### src/hw/rtl/range_add_count_at_most_defines.svh
// Assertion macros shared by the range add and count block.
`ifndef RANGE_ADD_COUNT_AT_MOST_DEFINES_SVH
`define RANGE_ADD_COUNT_AT_MOST_DEFINES_SVH

// The consequent must hold in the same cycle as the antecedent.
`define RAC_ASSERT_NOW(label, ante, cons, msg) \
   label: assert property (@(posedge clock) disable iff (reset) (ante) |-> (cons)) \
      else $error(msg);

// The consequent must hold in the cycle after the antecedent.
`define RAC_ASSERT_NEXT(label, ante, cons, msg) \
   label: assert property (@(posedge clock) disable iff (reset) (ante) |=> (cons)) \
      else $error(msg);

`endif

### src/hw/rtl/rac_pkg.sv
// Types, constants and control structs of the range add and count block.
package rac_pkg;

   localparam int TABLE_DEPTH = 4096;
   localparam int ADDR_W      = $clog2(TABLE_DEPTH);
   localparam int IDX_W       = 13;
   localparam int CNT_W       = 13;
   localparam int OPV_W       = 32;
   localparam int VAL_W       = 64;

   localparam logic [IDX_W-1:0] ELEM_COUNT_RESET = 13'd4096;
   localparam logic [CNT_W-1:0] CNT_MAX          = {CNT_W{1'b1}};

   typedef enum logic [1:0] {
      REQ_LOAD  = 2'd0,
      REQ_ADD   = 2'd1,
      REQ_COUNT = 2'd2,
      REQ_NONE  = 2'd3
   } req_kind_type;

   typedef enum logic [2:0] {
      ST_IDLE,
      ST_CHECK,
      ST_WALK,
      ST_DRAIN,
      ST_DONE
   } rac_state_type;

   typedef struct packed {
      logic capture;
      logic load_write;
      logic walk_start;
      logic issue;
      logic result_load;
   } rac_cmd_type;

   typedef struct packed {
      logic         bad;
      req_kind_type kind;
      logic         last;
      logic         out_free;
   } rac_status_type;

endpackage

### src/hw/rtl/rac_ctrl.sv
// Controller: sequences check, table walk (range add and count only) and result hand-off for each transaction.
`include "range_add_count_at_most_defines.svh"

module rac_ctrl import rac_pkg::*; (
   input  logic           clock,
   input  logic           reset,
   input  logic           req_valid,
   output logic           req_ready,
   input  rac_status_type status,
   output rac_cmd_type    cmd
);

   rac_state_type state_ff;
   rac_state_type state_in;

   always_comb begin
      state_in = state_ff;
      case (state_ff)
         ST_IDLE: begin
            if (req_valid) begin
               state_in = ST_CHECK;
            end
         end
         ST_CHECK: begin
            if (status.bad || (status.kind == REQ_LOAD) || (status.kind == REQ_NONE)) begin
               state_in = ST_DONE;
            end else begin
               state_in = ST_WALK;
            end
         end
         ST_WALK: begin
            if (status.last) begin
               state_in = ST_DRAIN;
            end
         end
         ST_DRAIN: begin
            state_in = ST_DONE;
         end
         ST_DONE: begin
            if (status.out_free) begin
               state_in = ST_IDLE;
            end
         end
         default: begin
            state_in = ST_IDLE;
         end
      endcase
   end

   always_comb begin
      cmd       = '0;
      req_ready = 1'b0;
      case (state_ff)
         ST_IDLE: begin
            req_ready   = 1'b1;
            cmd.capture = req_valid;
         end
         ST_CHECK: begin
            cmd.load_write = !status.bad && (status.kind == REQ_LOAD);
            cmd.walk_start = !status.bad &&
                             ((status.kind == REQ_ADD) || (status.kind == REQ_COUNT));
         end
         ST_WALK: begin
            cmd.issue = 1'b1;
         end
         ST_DONE: begin
            cmd.result_load = status.out_free;
         end
         default: begin
            cmd = '0;
         end
      endcase
   end

   always_ff @(posedge clock) begin
      if (reset) begin
         state_ff <= ST_IDLE;
      end else begin
         state_ff <= state_in;
      end
   end

   `RAC_ASSERT_NEXT(a_bad_skips_walk, (state_ff == ST_CHECK) && status.bad, state_ff == ST_DONE, "bad indices entered the table walk")
   `RAC_ASSERT_NEXT(a_walk_ends, (state_ff == ST_WALK) && status.last, state_ff == ST_DRAIN, "walk did not stop at the last index")
   `RAC_ASSERT_NEXT(a_result_handoff, (state_ff == ST_DONE) && status.out_free, (state_ff == ST_IDLE) && !req_ready == 1'b0, "result hand-off did not return to idle")

endmodule

### config.mk
export PLATFORM = sky130hd
export DESIGN_NAME = rac_ctrl
export DESIGN_NICKNAME = d
export VERILOG_FILES = /design/src/hw/rtl/rac_pkg.sv /design/src/hw/rtl/rac_ctrl.sv
export VERILOG_INCLUDE_DIRS = /design/src /design/src/hw/rtl
export SDC_FILE = /design/constraint.sdc
export NUM_CORES = 1
export LEC_CHECK = 0
export BUFFER_PORTS_ARGS = -buffer_cell sky130_fd_sc_hd__buf_2
export CAP_MARGIN = 20
export CORE_AREA = 2 2 39 41
export DETAILED_ROUTE_END_ITERATION = 10
export DIE_AREA = 0 0 41 43
export PLACE_DENSITY = 0.48
export REMOVE_ABC_BUFFERS = 1
export SLEW_MARGIN = 25
export SYNTH_ARGS = -nofsm -noshare
export SYNTH_HDL_FRONTEND = slang
export SYNTH_SLANG_ARGS = --single-unit
### constraint.sdc
create_clock -name clock -period 1.7 [get_ports clock]
set_input_delay 0.17 -clock clock [delete_from_list [all_inputs] [get_ports clock]]
set_output_delay 0.17 -clock clock [all_outputs]
set_load 0.05 [all_outputs]
# Yosys cells after proc, flatten, opt, wreduce, memory -nomap -nowiden
# Cells that the tools add are included.
[word_totals]
output_inout_bits = 6
in_bits = 8
rom_bits = 0
mem_bits_rw = 0
mem_count = 0
ff_bits = 3
elab_cells = 30
latchBits = 0
[op_classes]
mul = 0
bitwise_logic = 0
n_shift = 0
n_reduce_logical = 9
mux = 10
n_lt_le_gt_ge = 0
n_div = 0
add_sub_neg = 0
n_eq_ne = 10
[op_table]
columns = ["op", "count"]
rows = [
  ["$pmux W3 S5", 1],
  ["$mux W3", 4],
  ["$eq A3 B2 Y1 const B", 2],
  ["$ne A2 B2 Y1 const B", 3],
  ["$eq A2 B2 Y1 const B", 2],
  ["$mux W1", 4],
  ["$eq A3 B1 Y1 const B", 1],
  ["$eq A3 B3 Y1 const B", 1],
  ["$logic_not A3 Y1", 1],
  ["$logic_or A1 B1 Y1", 3],
  ["$reduce_and A3 Y1", 1],
  ["$eq A2 B1 Y1 const B", 1],
  ["$logic_and A1 B1 Y1", 2],
  ["$logic_not A2 Y1", 1],
  ["$mux W2", 1],
  ["$logic_not A1 Y1", 1],
]

# Logic depth before layout (Yosys ltp)
# Gate-level depths: netlist (run 1).
[logic_depth]
depth_word = 5
mapped_depth = 4
mapped_depth_nobuf = 4

# Worst setup path before layout (run 1)
# No wires, ideal clock.
[synth_timing]
path_type = "register to output"
start = "register state_ff[1]"
end = "output port cmd[4] (netlist bit)"
stages_incl_launch_ff = 4
arrival_ns = 2.103
slack_ns = -0.573
required_ns = 1.530
n_path_buf = 1
cell_sequence = "dfxtp_1 -> buf_6 -> nor3_1 -> and2_1"
[synth_rtl]
columns = ["element", "line_no", "rtl"]
rows = [
  ["start, declared", "rac_ctrl.sv:13", "rac_state_type state_ff;"],
  ["start signal, assigned", "rac_ctrl.sv:79", "state_ff <= state_in;"],
  ["end, declared", "rac_ctrl.sv:10", "output rac_cmd_type cmd"],
]

==> results of run 1 <==
cell usage in the layout (no fill, tap or decap), types with 2 or more instances in the layout:
| cell type | netlist | routed |
|---|---|---|
| ha_1 | 2 | 2 |
| nor3_1 | 2 | 2 |
| inv_1 | 3 | 3 |
| nor2_1 | 2 | 2 |
| buf_2 | 0 | 13 |
| dfxtp_1 | 3 | 3 |
| nor3b_1 | 2 | 2 |
| and3_1 | 2 | 2 |
| clkbuf_4 | 0 | 3 |
| and2_1 | 2 | 2 |
| nor4b_1 | 2 | 2 |
area by class of cell:
type / instances / area (um2) / area share
Tap cell: 16 / 20.0 / 0.0606
Clock buffer: 4 / 26.3 / 0.0795
Multi-Input combinational cell: 20 / 148 / 0.447
Sequential cell: 3 / 60.1 / 0.182
Inverter: 3 / 11.3 / 0.0341
Timing Repair Buffer: 13 / 65.1 / 0.197
layer usage:
| metal | vias to the layer above | wire [um] | GRT usage |
|---|---|---|---|
| li1 | 129 | - | - |
| met1 | 111 | 213 | 0.0801 |
| met2 | 9 | 241 | 0.0906 |
| met3 | 0 | 53 | 0.0942 |
| met4 | 0 | 0 | 0.0200 |
| met5 | - | 0 | 0 |
worst max path at each step:
stage                                           to  slack (ns)
after floorplan                             cmd[4]       -0.53
after global placement    state_ff[2]$_SDFFE_PP0P_        0.34
after detailed placement  state_ff[2]$_SDFFE_PP0P_        0.33
after CTS                                   cmd[0]        0.17
after global routing                        cmd[0]        0.08
final                                       cmd[0]        0.19
through the flow:
step	area (um2)	setup TNS (ns)
6_report	330	0
5_1_grt	330	0
4_1_cts	330	0
3_5_place_dp	304	0
3_3_place_gp	304	0
2_1_floorplan	219	-0.589
where the power goes:
part	total (mW)	leakage, nW	internal, mW	switching, mW
Sequential	0.0818	0.0245	0.0748	0.00694
Clock	0.128	0.0150	0.0882	0.0401
Combinational	0.0708	0.140	0.0242	0.0466
Total	0.281	0.180	0.187	0.0937
cells in the mapped netlist (2+ instances only):
| library cell | instances | area share |
|---|---|---|
| nor2_1 | 2 | 0.033 |
| nor4b_1 | 2 | 0.076 |
| ha_1 | 2 | 0.11 |
| nor3b_1 | 2 | 0.065 |
| and3_1 | 2 | 0.054 |
| and2_1 | 2 | 0.054 |
| dfxtp_1 | 3 | 0.26 |
| nor3_1 | 2 | 0.043 |
| inv_1 | 3 | 0.049 |
cells by family (layout without fill, tap and decap cells):
logic type | count (synthesis) | count (layout) | share of synthesized area
AO/OA/AOI/OAI | 2 | 2 | 0.0761
adder cells (fa/ha/maj) | 2 | 2 | 0.109
buffers and inverters | 4 | 20 | 0.0978
flip-flops | 3 | 3 | 0.261
multiplexers | 1 | 1 | 0.0435
AND/OR/NAND/NOR | 15 | 15 | 0.413
critical path, cell delays in order, from the launching register on:
cell	delay [ns]
dfxtp_1	0.42
nor3b_1	0.27
and2_1	0.16
buf_2	0.25
==> flow_summary.toml, run 1 <==
[synth]
synth.distinct_cells = 16
ys_ff_latch = 3
synthFlopType = "dfxtp_1"
ys_seq_area_frac = 0.261
synthCells = 27
synth.avg_cell_area_um2 = 8.53
synth_edf_count = 0
post_synth_instance_area_um2 = 230
ys_warn_count = 0
ys_async_sr_fraction = 0

[outcome]
status = "complete, no violations"

[cells_and_area]
instances_no_fill = 59
nNetsFinal = 54
area_growth_syn_to_layout_pct = 43.5
fin_util = 0.239
largest_registers = "state_ff: 3 flops"
largest_register_ffs = 3
drive_gt1_frac = 0.372
fillCellCount = 159
regMostFlops = "state_ff"
n_antenna_cell = 0

[global_route]
overflow = 0
first_global_vias = 210
antenna_found_initial = 0
grt_start_max_net_pins = 9
grtUsageTotal = 0.0752
grt_first_pass_wirelength_um = 800

[worst_hold_path]
hp-class = "in -> reg"
min_to = "state_ff[0]$_SDFFE_PP0P_"
hold_depth = 2
hold_start = "reset"

[placed_design]
dp_hpwl_um = 397
place_congestion = 0.607
placedCellCount = 55
portBuffers = 13
dp_slack_ns = 0.328

[timing]
fin_worst_skew_ns = 0.00264
finalSetupViolCount = 0
hold_viol = 0
period_share = 0.890
setup_ws_ns = 0.186
max-slew-margin-rel = 0.823
min_period_ns = 1.51
max_freq_mhz = 661
hold-worst-slack_ns = 0.173
rsz0062_at_grt = "false"
drv_slew = 0
tightest_slew_ns = 0.262

[power_and_ir_drop]
totalPowerFinal_uw = 281
cellPowerDensity_mw_per_mm2 = 850
ir_drop_uv = 507
p_leak_nw = 0.180

[clock_tree]
cts_made_buffers = 3
clockRootBuffer = "clkbuf_4"
cts.sinks = 3
hold_buffers = 0
clk_latency_ns = 0.24
ctsResizeCount = 0
clkTransAtPathRegs_ns = 0.04
cts_tree = "yes"
post_cts_buffers = 0
max-clock-path-buffers = 2
h-tree-depth = 1

[setup_path]
timing.rr.end = "state_ff[2]$_SDFFE_PP0P_"
reg2reg_setup_slack_ns = 0.42
crit_required_ns = 1.53
cp-start-kind = "flop"
crit_type = "reg -> out"
startpoint = "state_ff[2]$_SDFFE_PP0P_"
rr_worst_depth = 2
cp-end-kind = "output pin"
cp.arrival_ns = 1.34
cp_max_fo = 7
r2r_start = "state_ff[1]$_SDFFE_PP0P_"

[die]
io_pins = 14
fp.dieW_um = 41
core_mm2 = 0.00138
design.die.area_mm2 = 0.00176
fp-row-count = 14
die_height_um = 43
start_util = 0.166

[detailed_routing]
ant_nets = 0
route.detailed.drc = 0
wl_per_cell_um = 8.61
wl_um = 508
drtPass1Iterations = 4
vias = 249
vias_per_cell = 4.22
drt_iter0_markers = 3

[run]
cap_violations = 0
Power figures use the tool's default switching activity.
==> inputs of run 2 (changes only) <==
--- a/config.mk
+++ b/config.mk
@@ -6,12 +6,12 @@
 export SDC_FILE = /design/constraint.sdc
 export NUM_CORES = 1
 export LEC_CHECK = 0
-export BUFFER_PORTS_ARGS = -buffer_cell sky130_fd_sc_hd__buf_2
 export CAP_MARGIN = 20
 export CORE_AREA = 2 2 39 41
 export DETAILED_ROUTE_END_ITERATION = 10
 export DIE_AREA = 0 0 41 43
-export PLACE_DENSITY = 0.48
+export DONT_BUFFER_PORTS = 1
+export PLACE_DENSITY = 0.39
 export REMOVE_ABC_BUFFERS = 1
 export SLEW_MARGIN = 25
 export SYNTH_ARGS = -nofsm -noshare
==> constraint.sdc (replaced) <==
create_clock -name clock -period 1.4 [get_ports clock]
set_input_delay 0.14 -clock clock [delete_from_list [all_inputs] [get_ports clock]]
set_output_delay 0.14 -clock clock [all_outputs]
set_load 0.05 [all_outputs]
==> run 2 against run 1 <==
Against the previous run: non-clock buffer count down 5; register-to-register slack worse by 0.27 ns; sequential share of layout area decreased by 2.8 points; largest cell class unchanged; setup slack worse by 0.15 ns; largest power group unchanged; critical path type unchanged.
==> flow_summary.toml, run 2 (same netlist as run 1, synthesis figures left out) <==
[clock_tree]
cts_tree = "yes"
post_cts_buffers = 0
clkTransAtPathRegs_ns = 0.04
cts.sinks = 3
max-clock-path-buffers = 2
clk_latency_ns = 0.23
h-tree-depth = 1
cts_made_buffers = 3
clockRootBuffer = "clkbuf_4"

[setup_path]
max_stage_delay_ns = 0.34
cp-end-kind = "output pin"
timing.rr.end = "state_ff[2]$_SDFFE_PP0P_"
rr_worst_depth = 2
cp.arrival_ns = 1.22
r2r_start = "state_ff[1]$_SDFFE_PP0P_"
reg2reg_setup_slack_ns = 0.15
cp_slowest_cell = "dfxtp_1"
crit_type = "reg -> out"
crit_required_ns = 1.26
cp_max_fo = 5
cp-start-kind = "flop"
cp_cell_sequence = "buf_6 > nor3b_4 > and2_4 > buf_12"
startpoint = "state_ff[1]$_SDFFE_PP0P_"
worstSetupEndpoint = "cmd[0]"

[placed_design]
dp_hpwl_um = 454
placedCellCount = 49
place_congestion = 0.667
place_area_um2 = 352
dp_slack_ns = 0.171
portBuffers = 0

[timing]
finalSetupViolCount = 0
setup_ws_ns = 0.0403
period_share = 0.971
drv_slew = 0
min_period_ns = 1.36
hold-worst-slack_ns = 0.104
hold_viol = 0
max_freq_mhz = 735
tightest_slew_ns = 0.273
fin_worst_skew_ns = 0.00276
max-slew-margin-rel = 0.816

[detailed_routing]
route.detailed.drc = 0
vias_per_cell = 4.26
vias = 230
wl_um = 564
drtPass1Iterations = 2
ant_nets = 0
drt_iter0_markers = 1
wl_per_cell_um = 10.4

[die]
fp-row-count = 14
design.die.area_mm2 = 0.00176
start_util = 0.166
die_height_um = 43
core_mm2 = 0.00138
io_pins = 14
fp.dieW_um = 41

[cells_and_area]
largest_registers = "state_ff: 3 flops"
area_growth_syn_to_layout_pct = 83.2
final_cell_mix = "4 x buf_12, 3 x inv_1, 3 x clkbuf_4"
regMostFlops = "state_ff"
largest_register_ffs = 3
nNetsFinal = 49
instances_no_fill = 54
drive_gt1_frac = 0.474
final_area_um2 = 422
n_antenna_cell = 0
layout_commonest_cell = "buf_12"

[outcome]
status = "complete, no violations"

[worst_hold_path]
hp-class = "in -> reg"

[power_and_ir_drop]
p_leak_nw = 0.191
cellPowerDensity_mw_per_mm2 = 871
ir_drop_uv = 148

[global_route]
first_global_vias = 252
grt_first_pass_wirelength_um = 903
antenna_found_initial = 0
overflow = 0
grt_start_max_net_pins = 8
grtUsageTotal = 0.0792

[run]
cap_violations = 0
run 2: final cells by class:
class	instances	area (um2)
Clock buffer	4	26.3
Fill cell	144	962
Inverter	3	11.3
Multi-Input combinational cell	20	183
Sequential cell	3	65.1
Tap cell	16	20.0
Timing Repair Buffer	8	116
run 2: how the worst min path moves through the flow:
stage / from / to / slack, ns / cells past startpoint
2_1_floorplan: reset / state_ff[0]$_SDFFE_PP0P_ / 0.22 / 1
3_3_place_gp: reset / state_ff[0]$_SDFFE_PP0P_ / 0.22 / 1
3_5_place_dp: reset / state_ff[0]$_SDFFE_PP0P_ / 0.23 / 1
4_1_cts: reset / state_ff[2]$_SDFFE_PP0P_ / 0.1 / 2
5_1_grt: reset / state_ff[2]$_SDFFE_PP0P_ / 0.13 / 2
6_report: reset / state_ff[2]$_SDFFE_PP0P_ / 0.10 / 2
run 2: critical path: cells and delay by family, from the launching register on:
kind | cells | cell delay [ns]
buffers and inverters | 2 | 0.28
DFF | 1 | 0.34
and+or+nand+nor | 2 | 0.37
run 2: power breakdown:
part	internal [mW]	switching (mW)
logic	0.0540	0.0584
clock network	0.107	0.0450
registers	0.0911	0.0119
run 2: what timing repair did:
item / in CTS / in global routing
hold buffers: 1 / 0
gates resized for setup: 3 / 7
hold endpoints to repair: 1 / 0
setup endpoints to repair: 4 / 4
pin swaps: 1 / 1
run 2: stage by stage:
| stage | power [mW] | TNS [ns] | utilization |
|---|---|---|---|
| 2_1_floorplan | 0.160 | -1.35 | - |
| 3_3_place_gp | 0.201 | 0 | 0.254 |
| 3_5_place_dp | 0.202 | 0 | 0.254 |
| 4_1_cts | 0.370 | 0 | 0.287 |
| 5_1_grt | 0.395 | -0.0235 | 0.305 |
| 6_report | 0.367 | 0 | 0.305 |
run 2: per-layer routing:
layer  GRT usage  part of all wire  up-vias
li1            -                 -      120
met4      0.0800                 0        0
met2       0.103              0.51        9
met5           0                 0        -
met1      0.0865              0.39      101
met3      0.0366              0.11        0
